**config.mk**
```make
export PLATFORM = sky130hd
export DESIGN_NAME = bps_cell
export DESIGN_NICKNAME = d
export VERILOG_FILES = /design/src/rtl/bps_pkg.sv /design/src/rtl/bps_cell.sv
export SDC_FILE = /design/constraint.sdc
export NUM_CORES = 1
export LEC_CHECK = 0
export ABC_AREA = 0
export ABC_CLOCK_PERIOD_IN_PS = 4400
export BUFFER_PORTS_ARGS = -buffer_cell sky130_fd_sc_hd__buf_2
export CAP_MARGIN = 25
export CORE_UTILIZATION = 43
export CTS_BUF_LIST = sky130_fd_sc_hd__clkbuf_8
export CTS_CLUSTER_DIAMETER = 100
export DETAILED_ROUTE_END_ITERATION = 7
export PLACE_DENSITY = 0.86
export SLEW_MARGIN = 5
export SYNTH_ARGS = -nofsm -noshare
export SYNTH_HDL_FRONTEND = slang
export SYNTH_SLANG_ARGS = --single-unit
```
**constraint.sdc**
```tcl
create_clock -name clk_i -period 4.4 [get_ports clk_i]
set_input_delay 0.88 -clock clk_i [delete_from_list [all_inputs] [get_ports clk_i]]
set_output_delay 0.88 -clock clk_i [all_outputs]
set_load 0.01 [all_outputs]
```
**src/rtl/bps_pkg.sv**
```systemverilog
// Package for the box plot summary engine.
// Holds sizes, codes and shared types; depends on nothing.
package bps_pkg;

  localparam int MAX_SAMPLES = 1024;
  localparam int IDX_W       = $clog2(MAX_SAMPLES);
  localparam int CNT_W       = IDX_W + 1;
  localparam int VAL_W       = 32;
  localparam int SUM_W       = VAL_W + IDX_W;
  localparam int WSK_W       = VAL_W + 4;

  localparam logic KIND_LOAD  = 1'b0;
  localparam logic KIND_QUERY = 1'b1;

  localparam logic [1:0] ST_OK       = 2'd0;
  localparam logic [1:0] ST_EMPTY    = 2'd1;
  localparam logic [1:0] ST_OVERFLOW = 2'd2;

  typedef enum logic [2:0] {
    S_IDLE = 3'b001,
    S_SCAN = 3'b010,
    S_CALC = 3'b100
  } state_e;

  // Shared control for the cell row.
  typedef struct packed {
    logic insert;
    logic rotate;
  } cell_ctrl_t;

endpackage

```
**src/rtl/bps_cell.sv**
```systemverilog
// One cell of the sorted row: holds one value and its arrival position.
// Depends on bps_pkg.
module bps_cell (
  input  logic                         clk_i,
  input  logic [bps_pkg::IDX_W-1:0]    cell_idx_i,
  input  logic [bps_pkg::CNT_W-1:0]    cnt_i,
  input  bps_pkg::cell_ctrl_t          ctrl_i,
  input  logic signed [bps_pkg::VAL_W-1:0] new_val_i,
  input  logic [bps_pkg::IDX_W-1:0]    new_pos_i,
  input  logic signed [bps_pkg::VAL_W-1:0] left_val_i,
  input  logic [bps_pkg::IDX_W-1:0]    left_pos_i,
  input  logic                         left_gt_i,
  input  logic signed [bps_pkg::VAL_W-1:0] right_val_i,
  input  logic [bps_pkg::IDX_W-1:0]    right_pos_i,
  output logic signed [bps_pkg::VAL_W-1:0] val_o,
  output logic [bps_pkg::IDX_W-1:0]    pos_o,
  output logic                         gt_o
);
  import bps_pkg::*;

  logic signed [VAL_W-1:0] val_q;
  logic [IDX_W-1:0]        pos_q;

  // An empty cell counts as holding plus infinity; the strict compare keeps equal values in order.
  assign gt_o  = ({1'b0, cell_idx_i} >= cnt_i) || (val_q > new_val_i);
  assign val_o = val_q;
  assign pos_o = pos_q;

  // Insertion shifts the larger entries one place up; rotation moves down.
  always_ff @(posedge clk_i) begin
    if (ctrl_i.insert && gt_o) begin
      if (left_gt_i) begin
        val_q <= left_val_i;
        pos_q <= left_pos_i;
      end else begin
        val_q <= new_val_i;
        pos_q <= new_pos_i;
      end
    end else if (ctrl_i.rotate) begin
      val_q <= right_val_i;
      pos_q <= right_pos_i;
    end
  end

endmodule

```
# Yosys cells after proc, flatten, opt, wreduce, memory -nomap -nowiden
# Cells that the tools add are included.
[totals] ff_bits=42 inputBits=151 output_inout_bits=43 wordCells=13
[op_classes] order_cmp=2 n_mux=6 n_reduce_logical=3
[op_table] cell="32-bit two-way mux" n=3
[op_table] cell="32-bit > comparator" n=1
[op_table] cell="10-bit two-way mux" n=3
[op_table] cell="10-bit by 11-bit >= comparator with 1-bit output" n=1
[op_table] cell="2-bit nonzero test" n=1
[op_table] cell="1-bit logical AND" n=1
[op_table] cell="1-bit logical OR" n=1

# Longest topological paths before layout
[depth] depth_word=4 ltp_mapped=10 ltp_nobuf=9

# Worst setup path before layout
# OpenSTA, ideal clock, no wires.
[synth_timing] path_kind="input to register" startpoint="input new_val_i[31] (netlist name)" endpoint="register pos_q[0] (netlist: pos_o[0]) (enable)" setup_time_ns=0.355 t_arrival_ns=3.497 required_ns=4.045 slack_ns=0.548 path_stages=9 n_path_buf=1 path_cell_list="inv_1 -> ha_1 -> nand4_1 -> or4_4 -> o311a_2 -> a22oi_2 -> o311ai_4 -> buf_6 -> or2_2"
[synth_between] elab_chain_len=4
[synth_lines] item="from (decl)" line="bps_cell.sv:8" rtl="input logic signed [bps_pkg::VAL_W-1:0] new_val_i,"
[synth_lines] item="32-bit > comparator" line="bps_cell.sv:25" rtl="assign gt_o = ({1'b0, cell_idx_i} >= cnt_i) || (val_q > new_val_i);"
[synth_lines] item="1-bit logical OR" line="bps_cell.sv:25"
[synth_lines] item="1-bit logical AND" line="bps_cell.sv:31" rtl="if (ctrl_i.insert && gt_o) begin"
[synth_lines] item="2-bit nonzero test (no line)"
[synth_lines] item="to (signal assigned)" line="bps_cell.sv:34" rtl="pos_q <= left_pos_i;"
[synth_lines] item="to (signal assigned)" line="bps_cell.sv:37" rtl="pos_q <= new_pos_i;"
[synth_lines] item="to (signal assigned)" line="bps_cell.sv:41" rtl="pos_q <= right_pos_i;"
[synth_lines] item="to (decl)" line="bps_cell.sv:22" rtl="logic [IDX_W-1:0] pos_q;"
# No other way between the ends.
# A chain may end at the register's enable or synchronous reset.

# Worst setup path after layout
[layout_timing] startpoint="input new_val_i[31] (netlist name)" endpoint="output gt_o"
[layout_between] elab_chain_len=2
[layout_lines] item="32-bit > comparator" line="bps_cell.sv:25"
[layout_lines] item="1-bit logical OR" line="bps_cell.sv:25"
[layout_lines] item="to (decl)" line="bps_cell.sv:17" rtl="output logic gt_o"
# No other way between the ends.

==> flow_summary.toml <==
[pwr]
clkPwrFrac = 0.183
p_leak_uw = 0.00241
power.internal_uw = 1130
p_sw_uw = 567
pwr-share-comb = 0.451
p_sw_frac = 0.333
vdd_drop_max_mv = 0.170
pwr_density_cell_nw_per_um2 = 365
seqPwrFrac = 0.367

[clock_network]
cts_sinks = 42
cts_tree = "built"
post_cts_buffers = 0
cts_buffers = 5
cts-htree-levels = 2
cts_resized = 0
cts_hold_buf = 0
clk_latency_ns = 0.30
cts_buffer_depth = 2
path_clk_slew_ns = 0.09
cts-root-buf = "clkbuf_8"

[floorplanning]
io_pins = 194
initial_core_util = 0.447
die_h_um = 91.9
die-width_um = 91.9
placementRows = 32
core-area_sq_um = 7770
dieArea_sq_um = 8450

[timing]
tightest_slew_ns = 0.789
skew_ns = 0.00632
slew_headroom = 0.474
setup_viol = 0
period_minus_slack_ns = 3.92
fmax_ghz = 0.255
final-max-slew-violation-count = 0
setup_tns_ns = 0
final_hold_viol_count = 0
layout_worst_path_cycle_share = 0.891
rsz0062_at_grt = "no"
timing.hold.ws_ns = 0.879

[yosys]
synth-async-reset-ratio = 0
ys.flop_type = "edfxtp_1"
synth_mux_area_frac = 0.214
synth.most_common_cell = "inv_1"
synth_area_sq_um = 3480
yosys_warnings = 0
yosys.area_share.simple = 0.0846
postSynthAreaPerCell_sq_um = 10.7
synth_top_area_cell = "edfxtp_1"
synth_cell_types = 32
yosys-top-cells-area = "edfxtp_1, mux2_4, ha_1"
yosysTopAreaCellShare = 0.363
synth-compound-area-share = 0.117
syn_nets = 519
synthCells = 326
synth-seq-cells = 42
synth_top_family_by_area = "multiplexers"
synthXorXnorAreaFrac = 0
yosysSeqAreaShare = 0.363
synthTopCellsByCount = "inv_1, edfxtp_1, ha_1"
synth-edff-count = 42
synth_fa_ha_area_frac = 0.151

[finish]
num-nets-final = 710
multi_input_area_sq_um = 1970
seqCellArea_sq_um = 1260
antennaDiodeCount = 0
syn_to_final_growth_pct = 33.9
num-fill-cells = 679
drive_gt1_frac = 0.508

[critical_path]
cp_max_fo = 6
crit_type = "primary input to primary output"
critPathSlowestCell = "or4_4"
slowest_delay_ns = 0.58
crit_arrival_ns = 3.04
required_ns = 3.52
critPathCaptureType = "primary output"
critPathLaunchType = "primary input"
cp_cell_sequence = "buf_2 -> inv_1 -> ha_1 -> nand4_1 -> or4_4 -> nor3_1 -> nor3_1 -> o32a_2 -> a21o_1 -> buf_2"

[grt]
antenna_found_initial = 0
first_global_vias = 3149
grtUsageTotal = 0.209
grt_pass1_wl_mm = 13.8
grt_max_degree = 43
grt_overflow_total = 0

[job]
maxCapViolCount = 0

[drt]
drt_iter0_markers = 79
drt_first_pass_iters = 4
vias = 3134
ant_nets = 0
wirelength_mm = 9.06
drc_errors = 0
wl_per_cell_um = 14.6
via_per_inst = 5.05

[placement]
io_buffers = 193
dp_hpwl_mm = 7.47
gp_congestion = 0.830

[hold_path]
min_path_type = "primary input to flip-flop"

[status]
status = "complete, no violations"
critical path, delay by kind of cell:
family,cells,cell delay [ns]
simple gates,4,1.08
fa+ha+maj,1,0.42
compound gates,2,0.41
buf+inv,3,0.26
cell type report:
cell class | instances | area share
multi-input combinational | 227 | 0.423
sequential | 42 | 0.271
timing repair buffer | 196 | 0.218
inverter | 45 | 0.0363
tap | 102 | 0.0274
clock buffer | 5 | 0.0148
clock inverter | 3 | 0.00967
layer usage:
metal | part of all wire | global-route usage | up-vias
met5 | 0 | 0 | -
met4 | 0.016 | 0.0638 | 0
met3 | 0.068 | 0.0522 | 14
met2 | 0.54 | 0.409 | 128
met1 | 0.38 | 0.217 | 1436
li1 | - | - | 1556
metrics by stage:
| step | instance area [sq um] | util | setup WS (ns) | total power [uW] | instances |
|---|---|---|---|---|---|
| finish | 4660 | 0.599 | 0.478 | 1700 | 620 |
| global route | 4660 | 0.599 | 0.283 | 1810 | 620 |
| CTS | 4640 | 0.597 | 0.476 | 1710 | 619 |
| detailed placement | 4520 | 0.582 | 0.403 | 1400 | 611 |
| global placement | 4500 | 0.580 | 0.473 | 1360 | 610 |
| floorplan | 3480 | - | 0.548 | 1140 | 326 |
kinds of logic after synthesis:
kind of cell / count (synthesis)
AOI/OAI and AO/OA: 68
and+or+nand+nor: 64
buffers and inverters: 57
muxes: 53
adders and majority gates: 42
DFF: 42
power groups by stage:
stage | Clock, uW | Combinational (uW) | Sequential [uW]
after floorplan | 0 | 461 | 680
after global placement | 0 | 731 | 632
after detailed placement | 0 | 762 | 635
after CTS | 319 | 765 | 626
after global routing | 334 | 841 | 633
final | 311 | 767 | 624
cell usage in the layout (no fill, tap or decap), types with 3 or more instances in the layout:
master / count
mux2_2: 14
ha_1: 42
nand4_1: 9
o21ai_0: 36
o211ai_1: 3
nand2_1: 40
nor3_1: 4
clkbuf_8: 5
nand3_1: 3
inv_1: 45
buf_2: 193
mux2_4: 39
a21oi_1: 18
edfxtp_1: 42
final timing paths:
check	cells past startpoint	slack [ns]	end	start
worst max-delay path	10	0.48	gt_o	new_val_i[31]
worst min register to register	6	1.33	val_o[31]	val_o[31]
worst max register to register	8	1.00	val_o[31]	val_o[31]
worst min-delay path	2	0.88	pos_o[0]	right_pos_i[0]
flip-flops by register name, indices dropped and copies added (netlist names):
register	flops
val_o	32
pos_o	10
Note: power is estimated with default switching activity, not from simulation.
