[src/rtl/bps_pkg.sv]
// Package for the box plot summary engine.
// Holds sizes, codes and shared types; depends on nothing.
package bps_pkg;

  localparam int MAX_SAMPLES = 1024;
  localparam int IDX_W       = $clog2(MAX_SAMPLES);
  localparam int CNT_W       = IDX_W + 1;
  localparam int VAL_W       = 32;
  localparam int SUM_W       = VAL_W + IDX_W;
  localparam int WSK_W       = VAL_W + 4;

  localparam logic KIND_LOAD  = 1'b0;
  localparam logic KIND_QUERY = 1'b1;

  localparam logic [1:0] ST_OK       = 2'd0;
  localparam logic [1:0] ST_EMPTY    = 2'd1;
  localparam logic [1:0] ST_OVERFLOW = 2'd2;

  typedef enum logic [2:0] {
    S_IDLE = 3'b001,
    S_SCAN = 3'b010,
    S_CALC = 3'b100
  } state_e;

  // Shared control for the cell row.
  typedef struct packed {
    logic insert;
    logic rotate;
  } cell_ctrl_t;

endpackage

[src/rtl/bps_div.sv]
// Bit-serial signed divider for the mean, one quotient bit per cycle.
// Depends on bps_pkg.
module bps_div (
  input  logic                          clk_i,
  input  logic                          rst_ni,
  input  logic                          start_i,
  input  logic signed [bps_pkg::SUM_W-1:0] dividend_i,
  input  logic [bps_pkg::CNT_W-1:0]     divisor_i,
  output logic signed [bps_pkg::VAL_W-1:0] mean_o
);
  import bps_pkg::*;

  localparam int STEP_W = $clog2(SUM_W + 1);

  logic [STEP_W-1:0] step_q;
  logic              neg_q;
  logic [SUM_W-1:0]  dvd_q;
  logic [CNT_W-1:0]  rem_q;
  logic [CNT_W-1:0]  dsr_q;
  logic [CNT_W:0]    rem_sh;
  logic              qbit;

  // Restoring step on the magnitude.
  always_comb begin
    rem_sh = {rem_q, dvd_q[SUM_W-1]};
    qbit   = (rem_sh >= {1'b0, dsr_q});
  end

  always_ff @(posedge clk_i or negedge rst_ni) begin
    if (!rst_ni) begin
      step_q <= '0;
    end else if (start_i) begin
      step_q <= STEP_W'(SUM_W);
    end else if (step_q != '0) begin
      step_q <= step_q - 1'b1;
    end
  end

  always_ff @(posedge clk_i) begin
    if (start_i) begin
      neg_q <= dividend_i[SUM_W-1];
      dvd_q <= dividend_i[SUM_W-1] ? SUM_W'(-dividend_i) : SUM_W'(dividend_i);
      rem_q <= '0;
      dsr_q <= divisor_i;
    end else if (step_q != '0) begin
      dvd_q <= {dvd_q[SUM_W-2:0], qbit};
      rem_q <= qbit ? CNT_W'(rem_sh - {1'b0, dsr_q}) : rem_sh[CNT_W-1:0];
    end
  end

  // Truncation toward zero: sign restored on the magnitude quotient.
  assign mean_o = neg_q ? -$signed(dvd_q[VAL_W-1:0]) : $signed(dvd_q[VAL_W-1:0]);

endmodule

[config.mk]
export PLATFORM = sky130hd
export DESIGN_NAME = bps_div
export DESIGN_NICKNAME = d
export VERILOG_FILES = /design/src/rtl/bps_pkg.sv /design/src/rtl/bps_div.sv
export SDC_FILE = /design/constraint.sdc
export NUM_CORES = 1
export LEC_CHECK = 0
export BUFFER_PORTS_ARGS = -buffer_cell sky130_fd_sc_hd__buf_2
export CAP_MARGIN = 40
export CORE_ASPECT_RATIO = 0.8
export CORE_MARGIN = 2
export CORE_UTILIZATION = 55
export DETAILED_ROUTE_END_ITERATION = 8
export GPL_ROUTABILITY_DRIVEN = 0
export PLACE_DENSITY_LB_ADDON = 0.08
export SYNTH_ARGS = -nofsm -noshare
export SYNTH_HDL_FRONTEND = slang
export SYNTH_SLANG_ARGS = --single-unit
[constraint.sdc]
create_clock -name clk_i -period 9.5 [get_ports clk_i]
set_input_delay 1.9 -clock clk_i [delete_from_list [all_inputs] [get_ports clk_i]]
set_output_delay 1.9 -clock clk_i [all_outputs]
set_load 0.02 [all_outputs]
Word-level counts from Yosys, hierarchy flattened
Index checks and enable logic that the tools add are counted.
W data, S select, Z words.
{"block": "totals", "inputBits": 56, "word_cells": 19, "regBits": 71, "out_inout_bits": 32}
{"block": "op_classes", "n_reduce_logical": 2, "n_addsub": 4, "mux": 7, "order_cmp": 1}
{"cell": "$mux W42", "n": 3}
{"cell": "$neg A42 Y42", "n": 1}
{"cell": "$mux W32", "n": 1}
{"cell": "$neg A32 Y32", "n": 1}
{"cell": "$ge A12 B11 Y1", "n": 1}
{"cell": "$mux W6", "n": 2}
{"cell": "$mux W11", "n": 1}
{"cell": "$sub A11 B11 Y11", "n": 1}
{"cell": "$reduce_bool A6 Y1", "n": 1}
{"cell": "$sub A6 B1 Y6 const B", "n": 1}
{"cell": "$reduce_bool A2 Y1", "n": 1}

Depth between registers and ports, before layout
Gate-level depths: netlist (run 1).
{"block": "depth", "depth_word": 3, "ltp_mapped": 10, "ltp_nobuf": 9}

Worst setup path before layout (run 1)
No wires, ideal clock.
{"block": "synth_timing", "path_kind": "flip-flop to output port", "startpoint": "register dvd_q[12]", "endpoint": "output mean_o[27] (netlist bit)", "t_arrival_ps": 2622, "slack_ps": 4978, "n_path_buf": 0, "t_required_ps": 7600, "path_stages_with_launch": 7, "cell_sequence": "edfxtp_1 -> or3_4 -> or4_4 -> or4_4 -> or3_4 -> o31ai_4 -> xnor2_1"}
{"block": "synth_between", "elab_chain_cells": 2}
{"element": "from (decl)", "line_no": "bps_div.sv:17", "source": "logic [SUM_W-1:0] dvd_q;"}
{"element": "from (signal assigned)", "line_no": "bps_div.sv:42", "source": "dvd_q <= dividend_i[SUM_W-1] ? SUM_W'(-dividend_i) : SUM_W'(dividend_i);"}
{"element": "from (signal assigned)", "line_no": "bps_div.sv:46", "source": "dvd_q <= {dvd_q[SUM_W-2:0], qbit};"}
{"element": "$neg A32 Y32", "line_no": "bps_div.sv:52", "source": "assign mean_o = neg_q ? -$signed(dvd_q[VAL_W-1:0]) : $signed(dvd_q[VAL_W-1:0]);"}
{"element": "$mux W32", "line_no": "bps_div.sv:52"}
{"element": "to (decl)", "line_no": "bps_div.sv:9", "source": "output logic signed [bps_pkg::VAL_W-1:0] mean_o"}
Every way passes these cells.

Worst setup path after layout (run 1)
{"block": "layout_timing", "startpoint": "register dvd_q[0]", "endpoint": "output mean_o[26] (netlist bit)"}
The elaborated chain is that of the path after synthesis.

==> impl_metrics.py, run 1 <==
metrics = {
    "global_routing": {
        "use_met2_pct": 38.9,
        "met3_usage_pct": 5.60,
        "use_met1_pct": 37.2,
        "globalRoute.busiestLayer": "met2",
        "grt_overflow": 0,
        "grt_pass1_vias": 3961,
        "antenna_found_initial": 0,
        "grt_max_degree": 61,
        "grt_pass1_wl_mm": 19.2,
        "grtUsageTotal_pct": 25.7,
    },
    "routing": {
        "drc_errors": 0,
        "wl_mm": 11.9,
        "avgRoutedWirePerCell_um": 16.1,
        "dr.first_iter.drc_count": 334,
        "firstDrtPassIters": 6,
        "via_per_inst": 5.94,
        "vias": 4380,
        "postRouteAntennaNets": 0,
    },
    "critical_path": {
        "crit_fanout": 5,
        "r2r_start": "dsr_q[0]",
        "start_kind": "flip-flop",
        "crit_path_end_kind": "output port",
        "cp.required_ps": 7600,
        "critical_path.startpoint": "dvd_q[0]",
        "criticalPathCategory": "reg2out",
        "arrival_ps": 3400,
    },
    "logic_synthesis": {
        "syn_area_um2": 4930,
        "ys_types": 54,
        "yosys_warnings": 0,
        "ys_ff_latch": 71,
        "synth_nets": 612,
        "avgSynthCellArea_um2": 9.12,
        "synth-edff-count": 54,
        "ys_seq_area_share_pct": 40.4,
        "ys.flop_type": "edfxtp_1",
        "netlist_instances": 541,
        "synthArstFlopShare_pct": 8.45,
    },
    "timing": {
        "slew_viol_final": 0,
        "rsz0062_at_grt": "no",
        "setup_violations": 0,
        "relSlewSlack_pct": 54.3,
        "timing.hold.ws_ps": 513,
        "hold_violations": 0,
        "finalCriticalPeriod_ps": 5300,
        "tightest_slew_ps": 685,
        "fmax_ghz": 0.189,
        "timing.clock.skew_ps": 12.7,
        "fin_ws_ps": 4200,
        "fin_setup_tns_ps": 0,
        "fin_crit_sh_pct": 55.8,
    },
    "clock_tree": {
        "tritoncts": "done",
        "clockBufferDepth": 2,
        "root_buffer": "clkbuf_8",
        "cts_resized": 0,
        "cts_setup_buffers": 0,
        "clkTransAtPathRegs_ps": 80,
        "cts_made_buffers": 9,
        "cts_sinks": 71,
        "htreeDepth": 3,
        "holdBufCountCts": 0,
        "clk_latency_ps": 360,
    },
    "layout": {
        "n_fill_cell": 726,
        "layout-drive-gt1-share_pct": 18.2,
        "final_cell_mix": "86 x buf_2, 71 x nor2_1, 54 x edfxtp_1, 45 x a21oi_1, 39 x xnor2_1",
        "utilization_pct": 66.4,
        "final_common_cell": "buf_2",
        "area_delta_synth_final_pct": 15.8,
        "diodes": 0,
        "instances_no_fill": 737,
        "nNetsFinal": 691,
        "final_area_um2": 5710,
    },
    "power_and_ir_drop": {
        "finalPower_mw": 0.903,
        "pwr_density_cell_nw_per_um2": 158,
        "ir_worst_vdd_uv": 90.7,
        "static-leakage-power_nw": 2.23,
    },
    "floorplan": {
        "core_area_um2": 8600,
        "io_pins": 88,
        "fp.dieH_um": 88.7,
        "dieArea_um2": 9750,
        "initial_core_util_pct": 57.4,
        "fp-row-count": 30,
        "die_w_um": 110,
    },
    "place": {
        "hpwl_mm": 8.59,
        "dpl-instance-area_um2": 5470,
        "place_inst": 721,
        "pre_cts_ws_ps": 4690,
        "port_buffers": 87,
    },
    "hold_path": {
        "hold_class": "reg2reg",
        "worstHoldStart": "rem_q[1]",
    },
    "run_status": {
        "outcome": "completed",
    },
    "job": {
        "max_cap_violations": 0,
    },
}
-- cell type report --
class	count	area (µm²)	share of cell area, %
timing repair buffer	92	492	8.61
clock inverter	3	90.1	1.58
clock buffer	13	149	2.61
multi-input combinational	419	2750	48.1
tap	112	140	2.45
sequential	71	1990	34.9
inverter	27	101	1.77
-- flip-flops by register name (all words and copies together) (netlist names) --
register  count
dsr_q        11
dvd_q        42
neg_q         1
rem_q        11
step_q        6
-- synthesized netlist by cell type, drive strengths merged, types with 2 or more instances --
cell type,n,area share (%)
nand3,11,1.1
buf,4,0.38
dfxtp,11,4.5
o211ai,4,0.61
o41ai,13,2.3
edfxtp,54,33
nand3b,4,0.61
o311ai,3,0.53
xnor2,39,6.9
xor2,34,6.0
o21a,5,0.76
nor4,5,0.63
nor4b,2,0.48
nor2b,4,0.51
a21o,3,0.46
o21ai,36,3.7
a211oi,6,0.91
clkbuf,20,1.5
a21oi,45,4.6
nor2,71,5.4
nor3,11,1.1
nand2,32,2.4
or3,9,1.3
o2bb2ai,2,0.36
o31ai,19,3.2
or4,12,2.0
mux2i,9,1.8
o31a,2,0.36
inv,26,2.0
nand4,7,0.89
mux2,3,0.68
ha,14,3.6
or2,3,0.38
dfrtp,6,3.0
-- per-layer routing --
metal  wire (µm)  vias to the layer above  part of all wire [%]
li1            -                     2145                     -
met3         837                       11                   7.1
met5           0                        -                     0
met2        5290                      161                    45
met1        5600                     2063                    47
met4         119                        0                   1.0
-- path summary, 6_finish.rpt --
kind	endpoint	cells past startpoint	slack (ps)
hold reg to reg	rem_q[1]	2	510
setup reg to reg	rem_q[0]	9	6640
setup / recovery	mean_o[26]	9	4200
max in group asynchronous	step_q[0]	1	7990
min in group asynchronous	step_q[5]	1	1350
hold / removal	rem_q[1]	2	510
-- critical path: stages, from the launching register on --
cell,delay (ps)
edfxtp_1,470
inv_1,90
ha_1,170
or4b_1,480
nand3b_1,350
or2_1,370
or3_1,440
o41ai_1,330
xnor2_1,160
buf_2,180
-- cells by family (layout without fill, tap and decap cells) --
| logic type | Yosys count | in the layout | synth area share [%] |
|---|---|---|---|
| simple gates | 177 | 177 | 17.9 |
| compound gates | 142 | 142 | 18.4 |
| xor+xnor | 73 | 73 | 13.0 |
| buf+inv | 51 | 135 | 3.96 |
| mux | 12 | 12 | 2.51 |
| fa+ha+maj | 15 | 15 | 3.96 |
| flops | 71 | 71 | 40.4 |
-- power breakdown --
part	total, mW	switching (mW)	internal (mW)
Combinational	0.206	0.121	0.0853
Sequential	0.400	0.0307	0.369
Clock	0.297	0.115	0.182
Total	0.903	0.267	0.637
(Power assumes the default switching activity.)
==> inputs of run 2 (changes only) <==
==> constraint.sdc (replaced) <==
create_clock -name clk_i -period 4.92 [get_ports clk_i]
set_input_delay 0.984 -clock clk_i [delete_from_list [all_inputs] [get_ports clk_i]]
set_output_delay 0.984 -clock clk_i [all_outputs]
set_load 0.02 [all_outputs]
==> run 2 against run 1 <==
Total power grew 92%. Register-to-register slack lost 4700 ps. Design area is essentially flat. First-iteration DRC count grew 41%. Global-route usage shrank 0.21 points. Via count shrank 0.21%. Sequential power grew 93%. Utilization is essentially flat. Final cell count grew 0.14%. Die area is the same. Setup slack lost 3600 ps. Worst hold slack lost 62 ps.
==> impl_metrics.py, run 2 (synthesized netlist as in run 1, its figures left out) <==
metrics = {
    "run_status": {
        "outcome": "completed",
    },
    "timing": {
        "hold_violations": 0,
        "fmax_ghz": 0.230,
        "rsz0062_at_grt": "no",
        "finalCriticalPeriod_ps": 4340,
        "fin_crit_sh_pct": 88.2,
        "tightest_slew_ps": 761,
        "slew_viol_final": 0,
        "setup_violations": 0,
        "timing.clock.skew_ps": 8.78,
        "timing.hold.ws_ps": 451,
        "fin_setup_tns_ps": 0,
        "relSlewSlack_pct": 48.8,
    },
    "routing": {
        "drc_errors": 0,
        "firstDrtPassIters": 5,
        "vias": 4371,
        "via_per_inst": 5.92,
        "avgRoutedWirePerCell_um": 16.1,
        "postRouteAntennaNets": 0,
        "dr.first_iter.drc_count": 472,
        "wl_mm": 11.9,
    },
    "layout": {
        "diodes": 0,
        "nNetsFinal": 692,
        "largest_register_ffs": 42,
        "area_delta_synth_final_pct": 15.8,
        "final_area_um2": 5710,
        "layout-drive-gt1-share_pct": 18.7,
        "top_register": "dvd_q",
        "reg_top3": "dvd_q: 42 flops, dsr_q: 11 flops, rem_q: 11 flops",
        "instances_no_fill": 738,
        "final_cell_mix": "86 x buf_2, 71 x nor2_1, 54 x edfxtp_1, 45 x a21oi_1, 39 x xnor2_1",
        "final_common_cell": "buf_2",
    },
    "clock_tree": {
        "tritoncts": "done",
        "cts_resized": 0,
        "holdBufCountCts": 0,
        "clk_latency_ps": 350,
        "cts_sinks": 71,
        "root_buffer": "clkbuf_8",
        "htreeDepth": 3,
        "cts_setup_buffers": 0,
        "cts_made_buffers": 9,
        "clockBufferDepth": 2,
        "clkTransAtPathRegs_ps": 80,
    },
    "floorplan": {
        "fp-row-count": 30,
        "core_area_um2": 8600,
        "initial_core_util_pct": 57.4,
        "dieArea_um2": 9750,
        "io_pins": 88,
        "die_w_um": 110,
        "fp.dieH_um": 88.7,
    },
    "place": {
        "place_inst": 722,
        "dpl-instance-area_um2": 5470,
        "hpwl_mm": 8.65,
        "port_buffers": 87,
    },
    "critical_path": {
        "crit_fanout": 5,
        "slowest_stage": "or4b_1",
        "cp.required_ps": 3940,
        "crit_end": "mean_o[26]",
        "regToRegEndpoint": "rem_q[0]",
        "critical_path.startpoint": "dvd_q[0]",
        "start_kind": "flip-flop",
        "reg2reg_depth": 9,
        "arrival_ps": 3350,
        "crit_path_end_kind": "output port",
        "criticalPathCategory": "reg2out",
        "path_cells": "inv_1, ha_1, or4b_1, nand3b_1, or2_1, or3_1, o41ai_1, xnor2_1, buf_2",
        "reg2reg_setup_slack_ps": 1980,
        "r2r_start": "dsr_q[0]",
        "critPathMaxStageDelay_ps": 500,
    },
    "global_routing": {
        "grt_overflow": 0,
        "grtUsageTotal_pct": 25.5,
        "grt_pass1_vias": 4023,
        "antenna_found_initial": 0,
        "grt_max_degree": 57,
        "grt_pass1_wl_mm": 19.3,
    },
    "power_and_ir_drop": {
        "pwr_density_cell_nw_per_um2": 303,
        "ir_worst_vdd_uv": 168,
        "switchingPower_mw": 0.525,
        "pwr-share-comb_pct": 23.0,
        "clkPwrFrac_pct": 32.4,
        "p_sw_share_pct": 30.3,
        "pwr-share-seq_pct": 44.6,
        "p_int_mw": 1.21,
        "static-leakage-power_nw": 2.23,
    },
    "job": {
        "max_cap_violations": 0,
    },
    "hold_path": {
        "hold_class": "in2async",
    },
}
-- run 2: cell count changes in the layout (fill, tap and decap cells not counted) --
cell	change
buf_4	+2
clkbuf_1	-2
bufinv_16	-1
clkinvlp_4	+2
buf_12	-1
clkbuf_16	+1
-- run 2: critical path: cells and delay by family (launching register included) --
family	cells	cell delay (ps)
xor gates and xnor gates	1	160
buffers and inverters	2	280
DFF	1	460
and+or+nand+nor	4	1610
AOI/OAI and AO/OA	1	320
adders and majority gates	1	170
-- run 2: power groups by stage --
stage,clock network (mW),logic (mW),registers [mW]
after floorplan,0,0.277,0.765
after global placement,0,0.385,0.783
after detailed placement,0,0.397,0.784
after CTS,0.569,0.400,0.771
after global routing,0.598,0.441,0.781
final,0.561,0.399,0.773
-- run 2: layout make-up --
cell class / instances / area [µm²]
clock inverter: 4 / 75.1
tap: 112 / 140
inverter: 27 / 101
clock buffer: 12 / 166
multi-input combinational: 419 / 2750
timing repair buffer: 93 / 487
fill: 726 / 2890
sequential: 71 / 1990
-- run 2: metrics by stage --
step / power, mW / setup slack, ps / util [%]
2_1_floorplan: 1.04 / 1310 / -
3_3_place_gp: 1.17 / 1080 / 63.5
3_5_place_dp: 1.18 / 991 / 63.6
4_1_cts: 1.74 / 590 / 66.4
5_1_grt: 1.82 / 309 / 66.4
6_report: 1.73 / 581 / 66.4
-- run 2: worst min-delay path by stage --
| stage | cells after the start | from | endpoint |
|---|---|---|---|
| floorplan | 2 | rem_q[1] | rem_q[1] |
| global placement | 2 | rem_q[1] | rem_q[1] |
| detailed placement | 2 | rem_q[1] | rem_q[1] |
| CTS | 1 | rst_ni | step_q[1] |
| global route | 1 | rst_ni | step_q[0] |
| finish | 1 | rst_ni | step_q[1] |
-- run 2: routing by layer --
layer	wire length [µm]	GRT usage (%)	part of all wire, %	up-vias
met5	0	0	0	-
met3	919	6.92	7.7	14
li1	-	-	-	2139
met1	5580	37.1	47	2045
met2	5300	38.0	45	173
met4	108	5.64	0.91	0
==> inputs of run 3 (changes only) <==
--- a/config.mk
+++ b/config.mk
@@ -10,6 +10,7 @@
 export CORE_ASPECT_RATIO = 0.8
 export CORE_MARGIN = 2
 export CORE_UTILIZATION = 55
+export CTS_BUF_LIST = sky130_fd_sc_hd__clkbuf_4 sky130_fd_sc_hd__clkbuf_8
 export DETAILED_ROUTE_END_ITERATION = 8
 export GPL_ROUTABILITY_DRIVEN = 0
 export PLACE_DENSITY_LB_ADDON = 0.08
==> run 3 against run 2 <==
Sequential share of layout area is 0.053 points lower. Critical path type unchanged. Wire length is 0.43% higher. Die area stayed put.
==> impl_metrics.py, run 3 (synthesized netlist as in run 1, its figures left out) <==
metrics = {
    "clock_tree": {
        "cts_sinks": 71,
        "clk_latency_ps": 340,
        "clockBufferDepth": 2,
        "htreeDepth": 3,
        "holdBufCountCts": 0,
        "cts_setup_buffers": 0,
        "cts_made_buffers": 9,
        "clkTransAtPathRegs_ps": 80,
        "tritoncts": "done",
        "cts_resized": 0,
        "root_buffer": "clkbuf_8",
    },
    "timing": {
        "rsz0062_at_grt": "no",
        "setup_violations": 0,
        "fmax_ghz": 0.230,
        "tightest_slew_ps": 777,
        "fin_ws_ps": 566,
        "relSlewSlack_pct": 47.8,
        "fin_setup_tns_ps": 0,
        "finalCriticalPeriod_ps": 4350,
        "fin_crit_sh_pct": 88.5,
        "hold_violations": 0,
        "timing.clock.skew_ps": 6.55,
        "slew_viol_final": 0,
    },
    "layout": {
        "top_register": "dvd_q",
        "multi_input_area_um2": 2750,
        "reg_top3": "dvd_q: 42 flops, dsr_q: 11 flops, rem_q: 11 flops",
        "area_delta_synth_final_pct": 15.9,
        "seqCellArea_um2": 1990,
        "diodes": 0,
        "final_area_um2": 5720,
        "instances_no_fill": 738,
        "final_common_cell": "buf_2",
        "n_fill_cell": 724,
        "nNetsFinal": 692,
        "layout-drive-gt1-share_pct": 18.8,
        "final_cell_mix": "86 x buf_2, 71 x nor2_1, 54 x edfxtp_1, 45 x a21oi_1, 39 x xnor2_1",
        "largest_register_ffs": 42,
    },
    "routing": {
        "avgRoutedWirePerCell_um": 16.2,
        "postRouteAntennaNets": 0,
        "wl_mm": 12.0,
        "via_per_inst": 5.91,
        "vias": 4364,
        "drc_errors": 0,
        "firstDrtPassIters": 5,
        "dr.first_iter.drc_count": 553,
    },
    "power_and_ir_drop": {
        "ir_worst_vdd_uv": 168,
        "static-leakage-power_nw": 2.23,
        "pwr_density_cell_nw_per_um2": 307,
        "finalPower_mw": 1.76,
    },
    "global_routing": {
        "grt_overflow": 0,
        "grt_max_degree": 57,
        "antenna_found_initial": 0,
        "grtUsageTotal_pct": 25.5,
        "grt_pass1_wl_mm": 19.4,
        "grt_pass1_vias": 4058,
    },
    "floorplan": {
        "initial_core_util_pct": 57.4,
        "core_area_um2": 8600,
        "fp.dieH_um": 88.7,
        "die_w_um": 110,
        "io_pins": 88,
        "fp-row-count": 30,
        "dieArea_um2": 9750,
    },
    "hold_path": {
        "hold_class": "in2async",
    },
    "critical_path": {
        "crit_path_end_kind": "output port",
        "arrival_ps": 3370,
        "cp.required_ps": 3940,
        "start_kind": "flip-flop",
        "crit_fanout": 5,
        "criticalPathCategory": "reg2out",
    },
    "place": {
        "place_inst": 722,
        "hpwl_mm": 8.65,
        "dpl-instance-area_um2": 5470,
        "port_buffers": 87,
        "pre_cts_ws_ps": 991,
    },
    "run_status": {
        "outcome": "completed",
    },
    "job": {
        "max_cap_violations": 0,
    },
}
## run 3: cell types whose count changed in the layout (fill, tap and decap cells not counted), sizes merged
| cell | previous run | this run |
|---|---|---|
| bufinv | 2 | 3 |
| clkbuf | 12 | 11 |
## run 3: metal layers
metal / up-vias / wire length, µm / global-route usage [%] / share of wire, %
met5: - / 0 / 0 / 0
met3: 24 / 786 / 5.45 / 6.6
li1: 2144 / - / - / -
met2: 165 / 5270 / 38.0 / 44
met4: 0 / 210 / 7.94 / 1.8
met1: 2031 / 5680 / 37.1 / 48
## run 3: cell type report
| cell class | instances | share of cell area (%) |
|---|---|---|
| Clock buffer | 11 | 2.54 |
| Tap cell | 112 | 2.45 |
| Timing Repair Buffer | 93 | 8.51 |
| Inverter | 27 | 1.77 |
| Multi-Input combinational cell | 419 | 48.1 |
| Clock inverter | 5 | 1.84 |
| Sequential cell | 71 | 34.8 |
## run 3: worst paths after layout
kind / from / end / slack, ps / depth (start not counted)
worst max-delay path: dvd_q[0] / mean_o[26] / 570 / 9
worst min-delay path: rst_ni / step_q[1] / 450 / 1
worst max register to register: dsr_q[0] / rem_q[0] / 1990 / 9
worst min register to register: rem_q[1] / rem_q[1] / 510 / 2
max in group asynchronous: rst_ni / step_q[4] / 4320 / 1
min in group clk_i: rem_q[1] / rem_q[1] / 510 / 2
## run 3: stage by stage
step	utilization (%)	hold WS [ps]
floorplan	-	451
global placement	63.5	470
detailed placement	63.6	491
CTS	66.5	443
global route	66.5	447
finish	66.5	454
## run 3: worst max-delay path, stage by stage, from the launching register on
cell	delay, ps
edfxtp_1	460
inv_1	100
ha_1	180
or4b_1	500
nand3b_1	310
or2_1	360
or3_1	440
o41ai_1	320
xnor2_1	160
buf_2	180
## run 3: power breakdown
| group | total (mW) | switching, mW | internal [mW] | leakage [nW] |
|---|---|---|---|---|
| registers | 0.773 | 0.0600 | 0.713 | 0.705 |
| logic | 0.400 | 0.235 | 0.165 | 1.41 |
| clock network | 0.584 | 0.228 | 0.357 | 0.119 |
| total | 1.76 | 0.523 | 1.23 | 2.23 |
